### config.mk
export PLATFORM = sky130hd
export DESIGN_NAME = modbus_rtu_sensor_slave
export DESIGN_NICKNAME = d
export VERILOG_FILES = /design/src/rtl/mrs_pkg.sv /design/src/rtl/mrs_front.sv /design/src/rtl/mrs_queue.sv /design/src/rtl/mrs_back.sv /design/src/rtl/modbus_rtu_sensor_slave.sv
export SDC_FILE = /design/constraint.sdc
export NUM_CORES = 1
export LEC_CHECK = 0
export ABC_AREA = 1
export BUFFER_PORTS_ARGS = -buffer_cell sky130_fd_sc_hd__clkbuf_2
export CAP_MARGIN = 20
export CORE_MARGIN = 2
export CORE_UTILIZATION = 50
export DETAILED_ROUTE_END_ITERATION = 7
export PLACE_DENSITY = 0.67
export SETUP_SLACK_MARGIN = 0.2
export SKIP_CTS_REPAIR_TIMING = 1
export SLEW_MARGIN = 15
export SYNTH_ARGS = -nofsm -noshare
export SYNTH_HDL_FRONTEND = slang
export SYNTH_HIERARCHICAL = 1
export SYNTH_SLANG_ARGS = --single-unit
### constraint.sdc
create_clock -name clk -period 10.27 [get_ports clk]
set_input_delay 2.054 -clock clk [delete_from_list [all_inputs] [get_ports clk]]
set_output_delay 2.054 -clock clk [all_outputs]
set_load 0.05 [all_outputs]
### src/rtl/mrs_pkg.sv
`timescale 1ns / 1ps
`default_nettype none

package mrs_pkg;

    localparam int QUEUE_DEPTH = 2;

    localparam logic [15:0] CRC_INIT   = 16'hFFFF;
    localparam logic [15:0] CRC_POLY   = 16'hA001;
    localparam logic [15:0] FAULT_RAW  = 16'h7FFF;
    localparam logic [7:0]  EXC_FLAG   = 8'h80;
    localparam logic [7:0]  FN_READ    = 8'h03;
    localparam logic [7:0]  FN_WRITE   = 8'h06;
    localparam logic [15:0] LAST_REG   = 16'h0007;
    localparam logic [15:0] REG_COUNT  = 16'h0008;

    localparam logic [7:0]  EXC_NONE     = 8'h00;
    localparam logic [7:0]  EXC_FUNCTION = 8'h01;
    localparam logic [7:0]  EXC_ADDRESS  = 8'h02;
    localparam logic [7:0]  EXC_SENSOR   = 8'h04;
    localparam logic [7:0]  EXC_CRC      = 8'h08;

    localparam logic [7:0]  RESET_ADDR = 8'd26;
    localparam logic [2:0]  RESET_BAUD = 3'd7;

    localparam logic [1:0]  JOB_READ  = 2'd0;
    localparam logic [1:0]  JOB_WRITE = 2'd1;
    localparam logic [1:0]  JOB_EXC   = 2'd2;

    // Everything the response generator needs to build one reply frame.
    typedef struct packed {
        logic [1:0]  kind;
        logic [7:0]  addr;
        logic [2:0]  baud;
        logic [7:0]  fn_byte;
        logic [7:0]  exc_code;
        logic [2:0]  start;
        logic [3:0]  qty;
        logic [31:0] echo;
        logic [15:0] temp;
        logic [7:0]  humi_lo;
        logic        crc_ok;
        logic        save;
    } job_t;

    // One byte of the reflected Modbus CRC-16.
    function automatic logic [15:0] crc_add(input logic [15:0] crc, input logic [7:0] b);
        logic [15:0] c;
        c = crc ^ {8'h00, b};
        for (int k = 0; k < 8; k++) begin
            if (c[0])
            begin
                c = (c >> 1) ^ CRC_POLY;
            end
            else
            begin
                c = c >> 1;
            end
        end
        return c;
    endfunction

    // Holding register map.
    function automatic logic [15:0] hreg_value(
        input logic [2:0]  r,
        input logic [7:0]  addr,
        input logic [2:0]  baud,
        input logic [15:0] temp,
        input logic [7:0]  humi_lo
    );
        logic [15:0] v;
        case (r)
            3'd0:    v = {8'h00, addr};
            3'd1:    v = {13'h0000, baud};
            3'd2:    v = temp;
            3'd3:    v = 16'h0001;
            3'd4:    v = 16'h0002;
            3'd5:    v = {8'h00, humi_lo};
            3'd6:    v = 16'h0001;
            default: v = 16'h0000;
        endcase
        return v;
    endfunction

endpackage

`default_nettype wire

### src/rtl/mrs_front.sv
`timescale 1ns / 1ps
`default_nettype none

module mrs_front (
    input  wire logic          clk,
    input  wire logic          rst_n,
    input  wire logic          accept,
    input  wire logic [7:0]    rx_byte,
    input  wire logic          frame_end,
    input  wire logic [15:0]   temperature,
    input  wire logic [15:0]   humidity,
    output logic               push,
    output mrs_pkg::job_t      job
);

    logic [15:0] crc_reg, crc_next;
    logic [7:0]  hdr_reg [6];
    logic [7:0]  hdr_next [6];
    logic [15:0] tail_reg, tail_next;
    logic [7:0]  count_reg, count_next;
    logic [7:0]  addr_reg, addr_next;
    logic [2:0]  baud_reg, baud_next;

    logic [15:0] rx_crc;
    logic        crc_ok;
    logic [7:0]  fn;
    logic [15:0] reg_num;
    logic [15:0] val;
    logic [7:0]  exc;
    logic        save;
    logic        addressed;

    always_comb
    begin
        for (int i = 0; i < 6; i++) begin
            hdr_next[i] = hdr_reg[i];
            if (count_reg == 8'(i))
            begin
                hdr_next[i] = rx_byte;
            end
        end
        crc_next   = (count_reg >= 8'd2) ? mrs_pkg::crc_add(crc_reg, tail_reg[15:8]) : crc_reg;
        tail_next  = {tail_reg[7:0], rx_byte};
        count_next = (count_reg == 8'hFF) ? count_reg : count_reg + 8'd1;

        addressed = (hdr_next[0] == addr_reg);
        rx_crc    = {tail_next[7:0], tail_next[15:8]};
        crc_ok    = (rx_crc == crc_next);
        fn        = hdr_next[1];
        reg_num   = {hdr_next[2], hdr_next[3]};
        val       = {hdr_next[4], hdr_next[5]};

        addr_next = addr_reg;
        baud_next = baud_reg;
        exc       = mrs_pkg::EXC_NONE;
        save      = 1'b0;
        if (!crc_ok)
        begin
            exc = mrs_pkg::EXC_CRC;
        end
        else if (fn == mrs_pkg::FN_READ)
        begin
            if (temperature == mrs_pkg::FAULT_RAW || humidity == mrs_pkg::FAULT_RAW)
            begin
                exc = mrs_pkg::EXC_SENSOR;
            end
            else if (reg_num > mrs_pkg::LAST_REG || val < 16'd1
                     || val > (mrs_pkg::REG_COUNT - reg_num))
            begin
                exc = mrs_pkg::EXC_ADDRESS;
            end
        end
        else if (fn == mrs_pkg::FN_WRITE)
        begin
            if (reg_num == 16'd0 && val >= 16'd1 && val <= 16'd255)
            begin
                addr_next = val[7:0];
                save      = 1'b1;
            end
            else if (reg_num == 16'd1 && val <= 16'd7)
            begin
                baud_next = val[2:0];
                save      = 1'b1;
            end
            else
            begin
                exc = mrs_pkg::EXC_ADDRESS;
            end
        end
        else
        begin
            exc = mrs_pkg::EXC_FUNCTION;
        end

        job.addr     = addr_next;
        job.baud     = baud_next;
        job.crc_ok   = crc_ok;
        job.save     = save;
        job.exc_code = exc;
        job.start    = reg_num[2:0];
        job.qty      = val[3:0];
        job.echo     = {hdr_next[2], hdr_next[3], hdr_next[4], hdr_next[5]};
        job.temp     = temperature;
        job.humi_lo  = humidity[7:0];
        if (exc != mrs_pkg::EXC_NONE)
        begin
            job.kind    = mrs_pkg::JOB_EXC;
            job.fn_byte = fn + mrs_pkg::EXC_FLAG;
        end
        else if (fn == mrs_pkg::FN_READ)
        begin
            job.kind    = mrs_pkg::JOB_READ;
            job.fn_byte = fn;
        end
        else
        begin
            job.kind    = mrs_pkg::JOB_WRITE;
            job.fn_byte = fn;
        end

        push = accept && frame_end && addressed;
    end

    always_ff @(posedge clk or negedge rst_n)
    begin
        if (!rst_n)
        begin
            crc_reg   <= mrs_pkg::CRC_INIT;
            tail_reg  <= 16'h0000;
            count_reg <= 8'h00;
            addr_reg  <= mrs_pkg::RESET_ADDR;
            baud_reg  <= mrs_pkg::RESET_BAUD;
            for (int i = 0; i < 6; i++) begin
                hdr_reg[i] <= 8'h00;
            end
        end
        else if (accept)
        begin
            if (frame_end)
            begin
                // Every frame end starts a fresh frame, answered or not.
                crc_reg   <= mrs_pkg::CRC_INIT;
                tail_reg  <= 16'h0000;
                count_reg <= 8'h00;
                for (int i = 0; i < 6; i++) begin
                    hdr_reg[i] <= 8'h00;
                end
                if (addressed)
                begin
                    addr_reg <= addr_next;
                    baud_reg <= baud_next;
                end
            end
            else
            begin
                crc_reg   <= crc_next;
                tail_reg  <= tail_next;
                count_reg <= count_next;
                for (int i = 0; i < 6; i++) begin
                    hdr_reg[i] <= hdr_next[i];
                end
            end
        end
    end

endmodule

`default_nettype wire

### src/rtl/mrs_queue.sv
`timescale 1ns / 1ps
`default_nettype none

module mrs_queue #(
    parameter int DEPTH = mrs_pkg::QUEUE_DEPTH
) (
    input  wire logic          clk,
    input  wire logic          rst_n,
    input  wire logic          push,
    input  wire mrs_pkg::job_t push_job,
    input  wire logic          pop,
    output logic               full,
    output logic               not_empty,
    output mrs_pkg::job_t      head_job
);

    localparam int PTR_W = (DEPTH > 1) ? $clog2(DEPTH) : 1;
    localparam int CNT_W = $clog2(DEPTH + 1);

    mrs_pkg::job_t entry_reg [DEPTH];
    logic [PTR_W-1:0] wr_ptr_reg, rd_ptr_reg;
    logic [CNT_W-1:0] fill_reg;

    assign full      = (fill_reg == CNT_W'(DEPTH));
    assign not_empty = (fill_reg != '0);
    assign head_job  = entry_reg[rd_ptr_reg];

    function automatic logic [PTR_W-1:0] bump(input logic [PTR_W-1:0] p);
        return (p == PTR_W'(DEPTH - 1)) ? '0 : p + PTR_W'(1);
    endfunction

    always_ff @(posedge clk)
    begin
        if (push)
        begin
            entry_reg[wr_ptr_reg] <= push_job;
        end
    end

    always_ff @(posedge clk or negedge rst_n)
    begin
        if (!rst_n)
        begin
            wr_ptr_reg <= '0;
            rd_ptr_reg <= '0;
            fill_reg   <= '0;
        end
        else
        begin
            if (push)
            begin
                wr_ptr_reg <= bump(wr_ptr_reg);
            end
            if (pop)
            begin
                rd_ptr_reg <= bump(rd_ptr_reg);
            end
            if (push && !pop)
            begin
                fill_reg <= fill_reg + CNT_W'(1);
            end
            else if (pop && !push)
            begin
                fill_reg <= fill_reg - CNT_W'(1);
            end
        end
    end

endmodule

`default_nettype wire

### src/rtl/mrs_back.sv
`timescale 1ns / 1ps
`default_nettype none

module mrs_back (
    input  wire logic          clk,
    input  wire logic          rst_n,
    input  wire logic          job_valid,
    input  wire mrs_pkg::job_t job,
    output logic               pop,
    output logic               out_valid,
    input  wire logic          out_stall,
    output logic [7:0]         tx_byte,
    output logic               tx_last,
    output logic               crc_ok,
    output logic               save_request,
    output logic [2:0]         baud_select,
    output logic [7:0]         own_address
);

    logic [4:0]  idx_reg;
    logic [15:0] crc_reg;
    logic        valid_reg;
    logic [7:0]  byte_reg;
    logic        last_reg, crc_ok_reg, save_reg;
    logic [2:0]  baud_reg;
    logic [7:0]  addr_reg;

    logic        advance;
    logic [4:0]  body_len;
    logic [4:0]  k;
    logic [2:0]  r;
    logic [15:0] hv;
    logic [7:0]  body_byte;
    logic [7:0]  cur_byte;
    logic        in_body;
    logic        is_last;

    always_comb
    begin
        advance = job_valid && (!valid_reg || !out_stall);

        case (job.kind)
            mrs_pkg::JOB_READ:  body_len = 5'd3 + {job.qty, 1'b0};
            mrs_pkg::JOB_WRITE: body_len = 5'd6;
            default:            body_len = 5'd3;
        endcase

        k  = idx_reg - 5'd3;
        r  = job.start + k[3:1];
        hv = mrs_pkg::hreg_value(r, job.addr, job.baud, job.temp, job.humi_lo);

        body_byte = 8'h00;
        case (idx_reg)
            5'd0:    body_byte = job.addr;
            5'd1:    body_byte = job.fn_byte;
            5'd2:
            begin
                case (job.kind)
                    mrs_pkg::JOB_READ:  body_byte = {3'b000, job.qty, 1'b0};
                    mrs_pkg::JOB_WRITE: body_byte = job.echo[31:24];
                    default:            body_byte = job.exc_code;
                endcase
            end
            default:
            begin
                if (job.kind == mrs_pkg::JOB_WRITE)
                begin
                    case (idx_reg)
                        5'd3:    body_byte = job.echo[23:16];
                        5'd4:    body_byte = job.echo[15:8];
                        default: body_byte = job.echo[7:0];
                    endcase
                end
                else
                begin
                    body_byte = k[0] ? hv[7:0] : hv[15:8];
                end
            end
        endcase

        in_body = (idx_reg < body_len);
        is_last = (idx_reg == body_len + 5'd1);
        if (in_body)
        begin
            cur_byte = body_byte;
        end
        else if (idx_reg == body_len)
        begin
            cur_byte = crc_reg[7:0];
        end
        else
        begin
            cur_byte = crc_reg[15:8];
        end

        pop = advance && is_last;
    end

    always_ff @(posedge clk or negedge rst_n)
    begin
        if (!rst_n)
        begin
            idx_reg   <= 5'd0;
            crc_reg   <= mrs_pkg::CRC_INIT;
            valid_reg <= 1'b0;
        end
        else
        begin
            if (advance)
            begin
                valid_reg <= 1'b1;
                if (is_last)
                begin
                    idx_reg <= 5'd0;
                    crc_reg <= mrs_pkg::CRC_INIT;
                end
                else
                begin
                    idx_reg <= idx_reg + 5'd1;
                    if (in_body)
                    begin
                        crc_reg <= mrs_pkg::crc_add(crc_reg, body_byte);
                    end
                end
            end
            else if (!out_stall)
            begin
                valid_reg <= 1'b0;
            end
        end
    end

    always_ff @(posedge clk)
    begin
        if (advance)
        begin
            byte_reg   <= cur_byte;
            last_reg   <= is_last;
            crc_ok_reg <= job.crc_ok;
            save_reg   <= job.save;
            baud_reg   <= job.baud;
            addr_reg   <= job.addr;
        end
    end

    assign out_valid    = valid_reg;
    assign tx_byte      = byte_reg;
    assign tx_last      = last_reg;
    assign crc_ok       = crc_ok_reg;
    assign save_request = save_reg;
    assign baud_select  = baud_reg;
    assign own_address  = addr_reg;

endmodule

`default_nettype wire

### src/rtl/modbus_rtu_sensor_slave.sv
`timescale 1ns / 1ps
`default_nettype none

// Modbus RTU slave for a temperature and humidity sensor with eight holding
// registers. Request bytes enter one per transfer on the input channel, with
// frame_end set on the last byte of a frame (the gap timer lives outside this
// block). The front end takes one byte every clock cycle while the job queue is
// not full: it runs the CRC-16 over everything but the two trailing CRC bytes,
// keeps the first six bytes as the header, and at frame end decides the reply
// and applies any address or baud index write. A frame whose first byte is not
// this slave's address is dropped without a reply. Each reply is described by
// one entry in a short job queue (QUEUE_DEPTH entries), and the back end plays
// it out as one response byte per transfer, one byte per cycle unless stalled,
// computing the reply CRC as it goes and appending it low byte first; tx_last marks the
// final byte. A reply is 5 to 21 bytes long. The input channel stalls only
// while the job queue is full, which happens once QUEUE_DEPTH replies are
// pending at the same time, the one being played out included. After reset
// the slave answers at address 26 with baud index 7; crc_ok, save_request,
// baud_select and own_address travel with every response byte and reflect the
// state after that request.
module modbus_rtu_sensor_slave #(
    parameter int QUEUE_DEPTH = mrs_pkg::QUEUE_DEPTH
) (
    input  wire logic        clk,
    input  wire logic        rst_n,
    input  wire logic        in_valid,
    output logic             in_stall,
    input  wire logic [7:0]  rx_byte,
    input  wire logic        frame_end,
    input  wire logic signed [15:0] temperature,
    input  wire logic signed [15:0] humidity,
    output logic             out_valid,
    input  wire logic        out_stall,
    output logic [7:0]       tx_byte,
    output logic             tx_last,
    output logic             crc_ok,
    output logic             save_request,
    output logic [2:0]       baud_select,
    output logic [7:0]       own_address
);

    logic          accept;
    logic          push;
    mrs_pkg::job_t push_job;
    logic          q_full;
    logic          q_not_empty;
    mrs_pkg::job_t head_job;
    logic          pop;

    // The input stalls only on a full queue, so a byte is never half taken.
    assign in_stall = q_full;
    assign accept   = in_valid && !q_full;

    mrs_front u_front (
        .clk         (clk),
        .rst_n       (rst_n),
        .accept      (accept),
        .rx_byte     (rx_byte),
        .frame_end   (frame_end),
        .temperature (temperature),
        .humidity    (humidity),
        .push        (push),
        .job         (push_job)
    );

    mrs_queue #(
        .DEPTH (QUEUE_DEPTH)
    ) u_queue (
        .clk       (clk),
        .rst_n     (rst_n),
        .push      (push),
        .push_job  (push_job),
        .pop       (pop),
        .full      (q_full),
        .not_empty (q_not_empty),
        .head_job  (head_job)
    );

    mrs_back u_back (
        .clk          (clk),
        .rst_n        (rst_n),
        .job_valid    (q_not_empty),
        .job          (head_job),
        .pop          (pop),
        .out_valid    (out_valid),
        .out_stall    (out_stall),
        .tx_byte      (tx_byte),
        .tx_last      (tx_last),
        .crc_ok       (crc_ok),
        .save_request (save_request),
        .baud_select  (baud_select),
        .own_address  (own_address)
    );

endmodule

`default_nettype wire
==> results.sh, run 1 <==
export IMPL_status="complete, no violations"
export IMPL_critPathSlowestCell="buf_4"
export IMPL_crit_family="buffers and inverters"
export IMPL_crit_fanout=71
export IMPL_yosysSeqAreaShare=0.522
export IMPL_grtUsageTotal=0.234
export IMPL_cp_num_buf_inv=7
export IMPL_clock_sinks=335
export IMPL_hold_class="reg -> reg"
export IMPL_die_x_um=195
export IMPL_switching_share=0.465
export IMPL_drc_errors=0
export IMPL_grt_max_degree=74
export IMPL_synth_area_leaders="edfxtp_1 35%, dfrtp_1 12%, nand2_1 11%"
export IMPL_synthArstFlopShare=0.373
export IMPL_yosysTopAreaCell="edfxtp_1"
export IMPL_powerDensity_nw_per_um2=359
export IMPL_grt_pass1_wl_um=69800
export IMPL_fin_ws_ns=4.57
export IMPL_skew_ns=0.0345
export IMPL_max_slew_margin_rel=0.312
export IMPL_worst_pin_slew_ns=1.03
export IMPL_via_count=13256
export IMPL_mappedNetlistArea_um2=18200
export IMPL_diodes=0
export IMPL_ys_types=62
export IMPL_fin_crit_ns=5.70
export IMPL_fin_nets=1988
export IMPL_ant_nets=0
export IMPL_cts_max_level=2
export IMPL_finalSetupViolations=0
export IMPL_seq_power_share=0.280
export IMPL_areaGrowthSynthToFinish_pct=8.96
export IMPL_cts_buffer_depth=3
export IMPL_intPower_uw=3800
export IMPL_path_cells="clkbuf_2 > inv_1 > nor2_2 > buf_4 > nand2_1 > inv_1 > o21ai_0 > nor3_1 > nand4_1 > clkinv_1 > inv_1 > nor2_4 > buf_4"
export IMPL_clk_pin_slew_worst_paths_ns=0.06
export IMPL_core_area_um2=35700
export IMPL_grt_pass1_vias=12637
export IMPL_rows=69
export IMPL_port_buffers=68
export IMPL_wl_um=43700
export IMPL_start_util=0.510
export IMPL_synth_seq_cells=335
export IMPL_dr_first_iter_drc_count=1070
export IMPL_netlist_instances=1874
export IMPL_drive_above_1_share=0.195
export IMPL_first_pass_iters=6
export IMPL_report_final_slew_viol_count=0
export IMPL_die_h_um=195
export IMPL_placed_cell_area_um2=18600
export IMPL_final_area_um2=19800
export IMPL_final_common_cell="nand2_1"
export IMPL_avgSynthCellArea_um2=9.70
export IMPL_ys_warnings_count=6
export IMPL_cts_root_buf="clkbuf_16"
export IMPL_end_kind="flop"
export IMPL_dpl_hpwl_um=30800
export IMPL_dieArea_um2=37900
export IMPL_p_leak_uw=0.00881
export IMPL_critical_path_arrival_ns=5.84
export IMPL_pwr_share_clk=0.186
export IMPL_pwr_share_comb=0.534
export IMPL_place_ws_ns=4.00
export IMPL_ios=69
export IMPL_crit_top_cell="inv_1"
export IMPL_required_ns=10.41
export IMPL_antenna_found_initial=0
export IMPL_vdd_ir_drop_max_mv=0.182
export IMPL_synth_main_ff_cell="edfxtp_1"
export IMPL_clk_latency_ns=0.55
export IMPL_path_class="in -> reg"
export IMPL_finalSetupTns_ns=0
export IMPL_largest_register_ffs=188
export IMPL_cts_buffers=37
export IMPL_gr_total_overflow=0
export IMPL_rsz0062_at_grt="false"
export IMPL_fmax_mhz=176
export IMPL_synth_edf_count=210
export IMPL_max_cap_viol_count=0
export IMPL_critPathLaunchType="input port"
export IMPL_wl_per_cell_um=18.2
export IMPL_drt_vias_per_instance=5.53
export IMPL_slowest_delay_ns=0.86
export IMPL_place_congestion=0.913
export IMPL_hold_viol=0
export IMPL_switchingPower_uw=3300
export IMPL_final_cell_mix="527 x nand2_1, 210 x edfxtp_1, 178 x inv_1, 126 x nand3_1"
export IMPL_synth_top_area_frac=0.347
export IMPL_period_share=0.555
export IMPL_cts_tree="done"
export IMPL_n_fill_cell=3110
==> synthesized netlist by cell type, types with 25 or more instances <==
cell type and count:
dfrtp_1 87, mux2_2 44, ha_1 34, xor2_1 27, nand2_1 527, nand3_1 126
o22ai_1 37, nand2_2 25, inv_1 179, nand4_1 40, edfxtp_1 210, o21ai_0 86
nor2_1 63, buf_4 42, dfstp_2 38, a21oi_1 34, mux2_4 50
==> logic make-up (layout without fill, tap and decap cells) <==
group           count (synthesis)  in the layout  share of synthesized area
simple gates                  839            839                      0.210
flops                         335            335                      0.522
buf+inv                       297            357                     0.0781
compound gates                240            240                     0.0813
mux                            94             94                     0.0686
fa+ha+maj                      35             35                     0.0245
xor+xnor                       33             33                     0.0159
other cells                     1              4                   0.000206
==> power by group through the flow <==
stage | Combinational (µW) | Clock (µW) | Sequential [µW]
global route | 4210 | 1400 | 2020
finish | 3790 | 1320 | 1990
global placement | 3650 | 0 | 2000
floorplan | 2880 | 0 | 2090
CTS | 3760 | 1350 | 1990
detailed placement | 3740 | 0 | 2010
==> path summary, 6_finish.rpt <==
check / from / to / slack [ns] / depth (start not counted)
setup reg to reg: u_queue/rd_ptr_reg / u_back/crc_reg[0] / 5.12 / 25
hold / removal: u_front/baud_reg[1] / u_front/baud_reg[1] / 0.47 / 2
min in group asynchronous: rst_n / u_back/idx_reg[1] / 1.53 / 1
setup / recovery: in_valid / u_queue/entry_reg[0][31] / 4.57 / 13
hold reg to reg: u_front/baud_reg[1] / u_front/baud_reg[1] / 0.47 / 2
max in group asynchronous: rst_n / u_front/tail_reg[11] / 7.25 / 2
==> through the flow <==
step | power (µW) | cells | hold WS, ns | util
floorplan | 4980 | 1877 | 0.442 | -
global placement | 5660 | 2330 | 0.457 | 0.521
detailed placement | 5750 | 2330 | 0.463 | 0.521
CTS | 7100 | 2398 | 0.470 | 0.555
global route | 7630 | 2398 | 0.483 | 0.555
finish | 7110 | 2398 | 0.470 | 0.555
==> worst reg2reg max path: cells and delay by family, from the launching register on <==
kind,cells,cell delay (ns)
fa+ha+maj,2,0.67
buf+inv,5,1.25
flops,1,0.81
simple gates,17,1.93
mux,1,0.43
==> layout make-up <==
cell class                 instances  area [µm²]  share of cell area
inverter                         206         777              0.0392
clock inverter                    11         113             0.00569
multi-input combinational       1245        7290               0.368
clock buffer                      57        1100              0.0557
sequential                       335        9490               0.479
tap                              461         577              0.0291
timing repair buffer              83         455              0.0230
==> layer usage <==
metal,part of all wire,vias up,global-route usage
li1,-,6373,-
met1,0.44,6361,0.325
met2,0.46,438,0.375
met3,0.067,84,0.0403
met4,0.027,0,0.0772
met5,0,-,0
Power figures use the tool's default switching activity.
==> run 2, diff against run 1 <==
==> constraint.sdc (replaced) <==
create_clock -name clk -period 5.7 [get_ports clk]
set_input_delay 1.14 -clock clk [delete_from_list [all_inputs] [get_ports clk]]
set_output_delay 1.14 -clock clk [all_outputs]
set_load 0.05 [all_outputs]
==> run 2 against run 1 <==
First-iteration DRC count up 5.8%. Sequential cell count unchanged. Count of clock-buffer cells in the layout down 9. Highest routed layer unchanged. Sequential power up 80%. Global-route usage down 0.25 points. Critical endpoint is now u_back/crc_reg[0]. Cell count up 0.25%.
==> results.sh, run 2 (same netlist as run 1, synthesis figures left out) <==
export IMPL_status="complete, no violations"
export IMPL_hold_slack_ns=0.466
export IMPL_largest_register_ffs=188
export IMPL_first_pass_iters=6
export IMPL_hold_viol=0
export IMPL_placed_cells=2333
export IMPL_end_kind="flop"
export IMPL_skew_ns=0.0225
export IMPL_cts_max_level=2
export IMPL_grt_pass1_vias=12835
export IMPL_max_cap_viol_count=0
export IMPL_dpl_hpwl_um=31200
export IMPL_crit_fanout=19
export IMPL_report_final_slew_viol_count=0
export IMPL_wl_per_cell_um=18.2
export IMPL_worst_pin_slew_ns=0.933
export IMPL_drt_vias_per_instance=5.51
export IMPL_fin_nets=1993
export IMPL_max_slew_margin_rel=0.378
export IMPL_critPathSlowestCell="dfrtp_1"
export IMPL_crit_top_cell="nand2_1"
export IMPL_die_x_um=195
export IMPL_cp_endpoint="u_back/crc_reg[0]"
export IMPL_fmax_mhz=223
export IMPL_ant_nets=0
export IMPL_place_congestion=0.919
export IMPL_r2r_cells=29
export IMPL_p_leak_uw=0.00886
export IMPL_critical_path_arrival_ns=4.96
export IMPL_r2r_setup_slack_ns=1.22
export IMPL_powerDensity_nw_per_um2=648
export IMPL_finalSetupViolations=0
export IMPL_slowest_delay_ns=0.65
export IMPL_antenna_found_initial=0
export IMPL_cts_buffer_depth=3
export IMPL_fin_cells=2404
export IMPL_areaGrowthSynthToFinish_pct=9.63
export IMPL_grt_max_degree=67
export IMPL_wl_met1_um=19600
export IMPL_final_common_cell="nand2_1"
export IMPL_final_core_util=0.559
export IMPL_crit_start="u_back/idx_reg[0]"
export IMPL_via_count=13253
export IMPL_cts_root_buf="clkbuf_16"
export IMPL_diodes=0
export IMPL_core_area_um2=35700
export IMPL_clk_pin_slew_worst_paths_ns=0.06
export IMPL_start_util=0.510
export IMPL_path_class="reg -> reg"
export IMPL_ios=69
export IMPL_drive_above_1_share=0.202
export IMPL_vdd_ir_drop_max_mv=0.378
export IMPL_n_fill_cell=3062
export IMPL_hold_class="reg -> reg"
export IMPL_grt_pass1_wl_um=69600
export IMPL_required_ns=6.18
export IMPL_met2_wirelength_um=20600
export IMPL_fin_crit_ns=4.48
export IMPL_final_cell_mix="527 x nand2_1, 210 x edfxtp_1, 178 x inv_1, 126 x nand3_1"
export IMPL_period_share=0.786
export IMPL_dieArea_um2=37900
export IMPL_routed_wl_met3_um=2190
export IMPL_die_h_um=195
export IMPL_rsz0062_at_grt="false"
export IMPL_gr_total_overflow=0
export IMPL_cts_buffers=39
export IMPL_drc_errors=0
export IMPL_clock_sinks=335
export IMPL_wl_um=43800
export IMPL_port_buffers=68
export IMPL_r2r_start="u_back/idx_reg[0]"
export IMPL_dr_first_iter_drc_count=1132
export IMPL_cts_tree="done"
export IMPL_finalSetupTns_ns=0
export IMPL_highest_layer="met4"
export IMPL_rows=69
export IMPL_grtUsageTotal=0.232
export IMPL_critPathLaunchType="flop"
export IMPL_r2r_end="u_back/crc_reg[0]"
export IMPL_clk_latency_ns=0.54
export IMPL_fin_ws_ns=1.22
export IMPL_place_ws_ns=0.982
## run 2: cell types whose count changed in the layout (fill, tap and decap cells not counted)
cell | previous run | this run
buf_12 | 0 | 2
buf_4 | 16 | 17
bufinv_16 | 2 | 3
clkbuf_1 | 12 | 4
clkbuf_16 | 39 | 40
clkbuf_8 | 6 | 4
clkinv_2 | 4 | 9
clkinv_4 | 2 | 0
clkinv_8 | 0 | 1
clkinvlp_4 | 0 | 5
inv_4 | 1 | 2
inv_6 | 1 | 2
## run 2: per-layer routing
layer	up-vias	GRT usage
li1	6386	-
met1	6411	0.316
met2	379	0.385
met3	77	0.0278
met4	0	0.0803
met5	-	0
## run 2: per-stage QoR
step,power [µW],instance area [µm²]
5_1_grt,13800,19900
3_5_place_dp,10300,18600
3_3_place_gp,10200,18600
2_1_floorplan,8970,18200
4_1_cts,12900,19900
6_report,12900,19900
## run 2: worst min path at each step
| stage | from | endpoint | slack, ns | cells after the start |
|---|---|---|---|---|
| 2_1_floorplan | u_queue/fill_reg[1] | u_queue/fill_reg[1] | 0.44 | 2 |
| 3_3_place_gp | u_queue/fill_reg[1] | u_queue/fill_reg[1] | 0.46 | 2 |
| 3_5_place_dp | u_front/baud_reg[2] | u_front/baud_reg[2] | 0.46 | 2 |
| 4_1_cts | u_front/baud_reg[2] | u_front/baud_reg[2] | 0.47 | 2 |
| 5_1_grt | u_front/hdr_reg[13] | u_front/hdr_reg[13] | 0.50 | 2 |
| 6_report | u_front/baud_reg[2] | u_front/baud_reg[2] | 0.47 | 2 |
## run 2: power breakdown
part	total (µW)	leakage (µW)	internal [µW]	switching [µW]
combinational	6830	0.00475	2170	4670
clock	2490	0.000626	1480	1010
sequential	3580	0.00348	3250	329
total	12900	0.00886	6900	6000
## run 2: critical path: cells and delay by family (launching register included)
kind / cells / cell delay [ns]
and+or+nand+nor: 20 / 2.04
adders and majority gates: 3 / 0.96
DFF: 1 / 0.65
buffers and inverters: 6 / 0.75
## run 2: area by class of cell
class,count,area (µm²),area share
sequential,335,9490,0.476
multi-input combinational,1245,7290,0.366
clock buffer,48,1070,0.0538
inverter,206,777,0.0390
tap,461,577,0.0290
timing repair buffer,86,503,0.0252
clock inverter,23,219,0.0110
==> run 3, diff against run 2 <==
==> constraint.sdc (replaced) <==
create_clock -name clk -period 4.7 [get_ports clk]
set_input_delay 0.94 -clock clk [delete_from_list [all_inputs] [get_ports clk]]
set_output_delay 0.94 -clock clk [all_outputs]
set_load 0.05 [all_outputs]
==> run 3 against run 2 <==
Design area grew 0.80%. Routed wire length grew 2.3%. Highest routed layer unchanged. Worst setup slack lost 0.59 ns. Clock skew grew 0.0028 ns. Critical endpoint unchanged.
==> results.sh, run 3 (same netlist as run 1, synthesis figures left out) <==
export IMPL_r2r_setup_slack_ns=0.64
export IMPL_antenna_found_initial=0
export IMPL_report_final_slew_viol_count=0
export IMPL_hold_path_depth=2
export IMPL_final_common_cell="nand2_1"
export IMPL_power_uw=15700
export IMPL_clk_pin_slew_worst_paths_ns=0.06
export IMPL_diodes=0
export IMPL_hold_class="reg -> reg"
export IMPL_largest_register_ffs=188
export IMPL_final_core_util=0.563
export IMPL_start_util=0.510
export IMPL_r2r_start="u_back/idx_reg[0]"
export IMPL_areaGrowthSynthToFinish_pct=10.5
export IMPL_powerDensity_nw_per_um2=780
export IMPL_die_x_um=195
export IMPL_required_ns=5.17
export IMPL_crit_fanout=19
export IMPL_drt_vias_per_instance=5.53
export IMPL_wl_um=44800
export IMPL_period_share=0.865
export IMPL_cts_buffers=37
export IMPL_rows=69
export IMPL_grtUsageTotal=0.238
export IMPL_critPathSlowestCell="dfrtp_1"
export IMPL_core_area_um2=35700
export IMPL_place_congestion=0.920
export IMPL_dpl_hpwl_um=32400
export IMPL_gr_total_overflow=0
export IMPL_grt_max_degree=70
export IMPL_hold_viol=0
export IMPL_finalSetupTns_ns=0
export IMPL_final_cell_mix="526 x nand2_1, 210 x edfxtp_1, 178 x inv_1, 126 x nand3_1"
export IMPL_slowest_delay_ns=0.48
export IMPL_path_class="reg -> reg"
export IMPL_hold_path_startpoint="u_front/baud_reg[2]"
export IMPL_worst_pin_slew_ns=0.881
export IMPL_clock_sinks=335
export IMPL_skew_ns=0.0253
export IMPL_end_kind="flop"
export IMPL_hold_slack_ns=0.466
export IMPL_wl_per_cell_um=18.5
export IMPL_die_h_um=195
export IMPL_ant_nets=0
export IMPL_cts_max_level=2
export IMPL_max_cap_viol_count=0
export IMPL_via_count=13366
export IMPL_drc_errors=0
export IMPL_r2r_end="u_back/crc_reg[0]"
export IMPL_critPathLaunchType="flop"
export IMPL_dieArea_um2=37900
export IMPL_vdd_ir_drop_max_mv=0.421
export IMPL_crit_top_cell="nand2_1"
export IMPL_dr_first_iter_drc_count=888
export IMPL_drive_above_1_share=0.208
export IMPL_hold_end="u_front/baud_reg[2]"
export IMPL_status="complete, no violations"
export IMPL_grt_pass1_vias=12886
export IMPL_cts_buffer_depth=3
export IMPL_fmax_mhz=246
export IMPL_clk_latency_ns=0.53
export IMPL_ios=69
export IMPL_fin_crit_ns=4.06
export IMPL_fin_nets=2009
export IMPL_max_slew_margin_rel=0.407
export IMPL_rsz0062_at_grt="false"
export IMPL_finalSetupViolations=0
export IMPL_first_pass_iters=6
export IMPL_r2r_cells=29
export IMPL_grt_pass1_wl_um=70700
export IMPL_cts_root_buf="clkbuf_16"
export IMPL_cts_tree="done"
export IMPL_critical_path_arrival_ns=4.53
export IMPL_port_buffers=68
export IMPL_p_leak_uw=0.00894
-- run 3: worst max path at each step --
| stage | depth (start not counted) | start | endpoint |
|---|---|---|---|
| after floorplan | 14 | u_front/count_reg[0] | u_queue/entry_reg[1][0] |
| after global placement | 23 | rx_byte[2] | u_queue/entry_reg[0][80] |
| after detailed placement | 24 | u_front/count_reg[7] | u_queue/entry_reg[0][80] |
| after CTS | 24 | u_front/count_reg[7] | u_queue/entry_reg[1][80] |
| after global routing | 29 | u_back/idx_reg[0] | u_back/crc_reg[0] |
| final | 29 | u_back/idx_reg[0] | u_back/crc_reg[0] |
-- run 3: area by class of cell --
cell class | count | area [µm²]
Clock buffer | 49 | 1030
Clock inverter | 19 | 205
Fill cell | 3055 | 15600
Inverter | 206 | 778
Timing Repair Buffer | 103 | 681
Sequential cell | 335 | 9490
Multi-Input combinational cell | 1246 | 7320
Tap cell | 461 | 577
-- run 3: where the power goes --
group	switching, µW	internal (µW)
Clock	1160	1770
Sequential	355	3950
Combinational	5750	2680
-- run 3: worst max-delay path, delay by kind of cell (launching register included) --
family                     cells  cell delay (ns)
adders and majority gates      3             0.91
buffers and inverters          6             0.63
DFF                            1             0.48
and+or+nand+nor               20             1.96
-- run 3: stage by stage --
stage / instance area, µm² / setup slack, ns / cells
final: 20100 / 0.636 / 2419
after CTS: 20000 / 0.467 / 2416
after global routing: 20100 / 0.225 / 2419
after floorplan: 18200 / 0.308 / 1877
after global placement: 18800 / 0.569 / 2348
after detailed placement: 18800 / 0.498 / 2348
-- run 3: metal layers --
metal / global-route usage / vias to the layer above / wire (µm)
li1: - / 6449 / -
met1: 0.316 / 6378 / 19300
met2: 0.393 / 456 / 20900
met3: 0.0394 / 83 / 2990
met4: 0.0934 / 0 / 1620
met5: 0 / - / 0
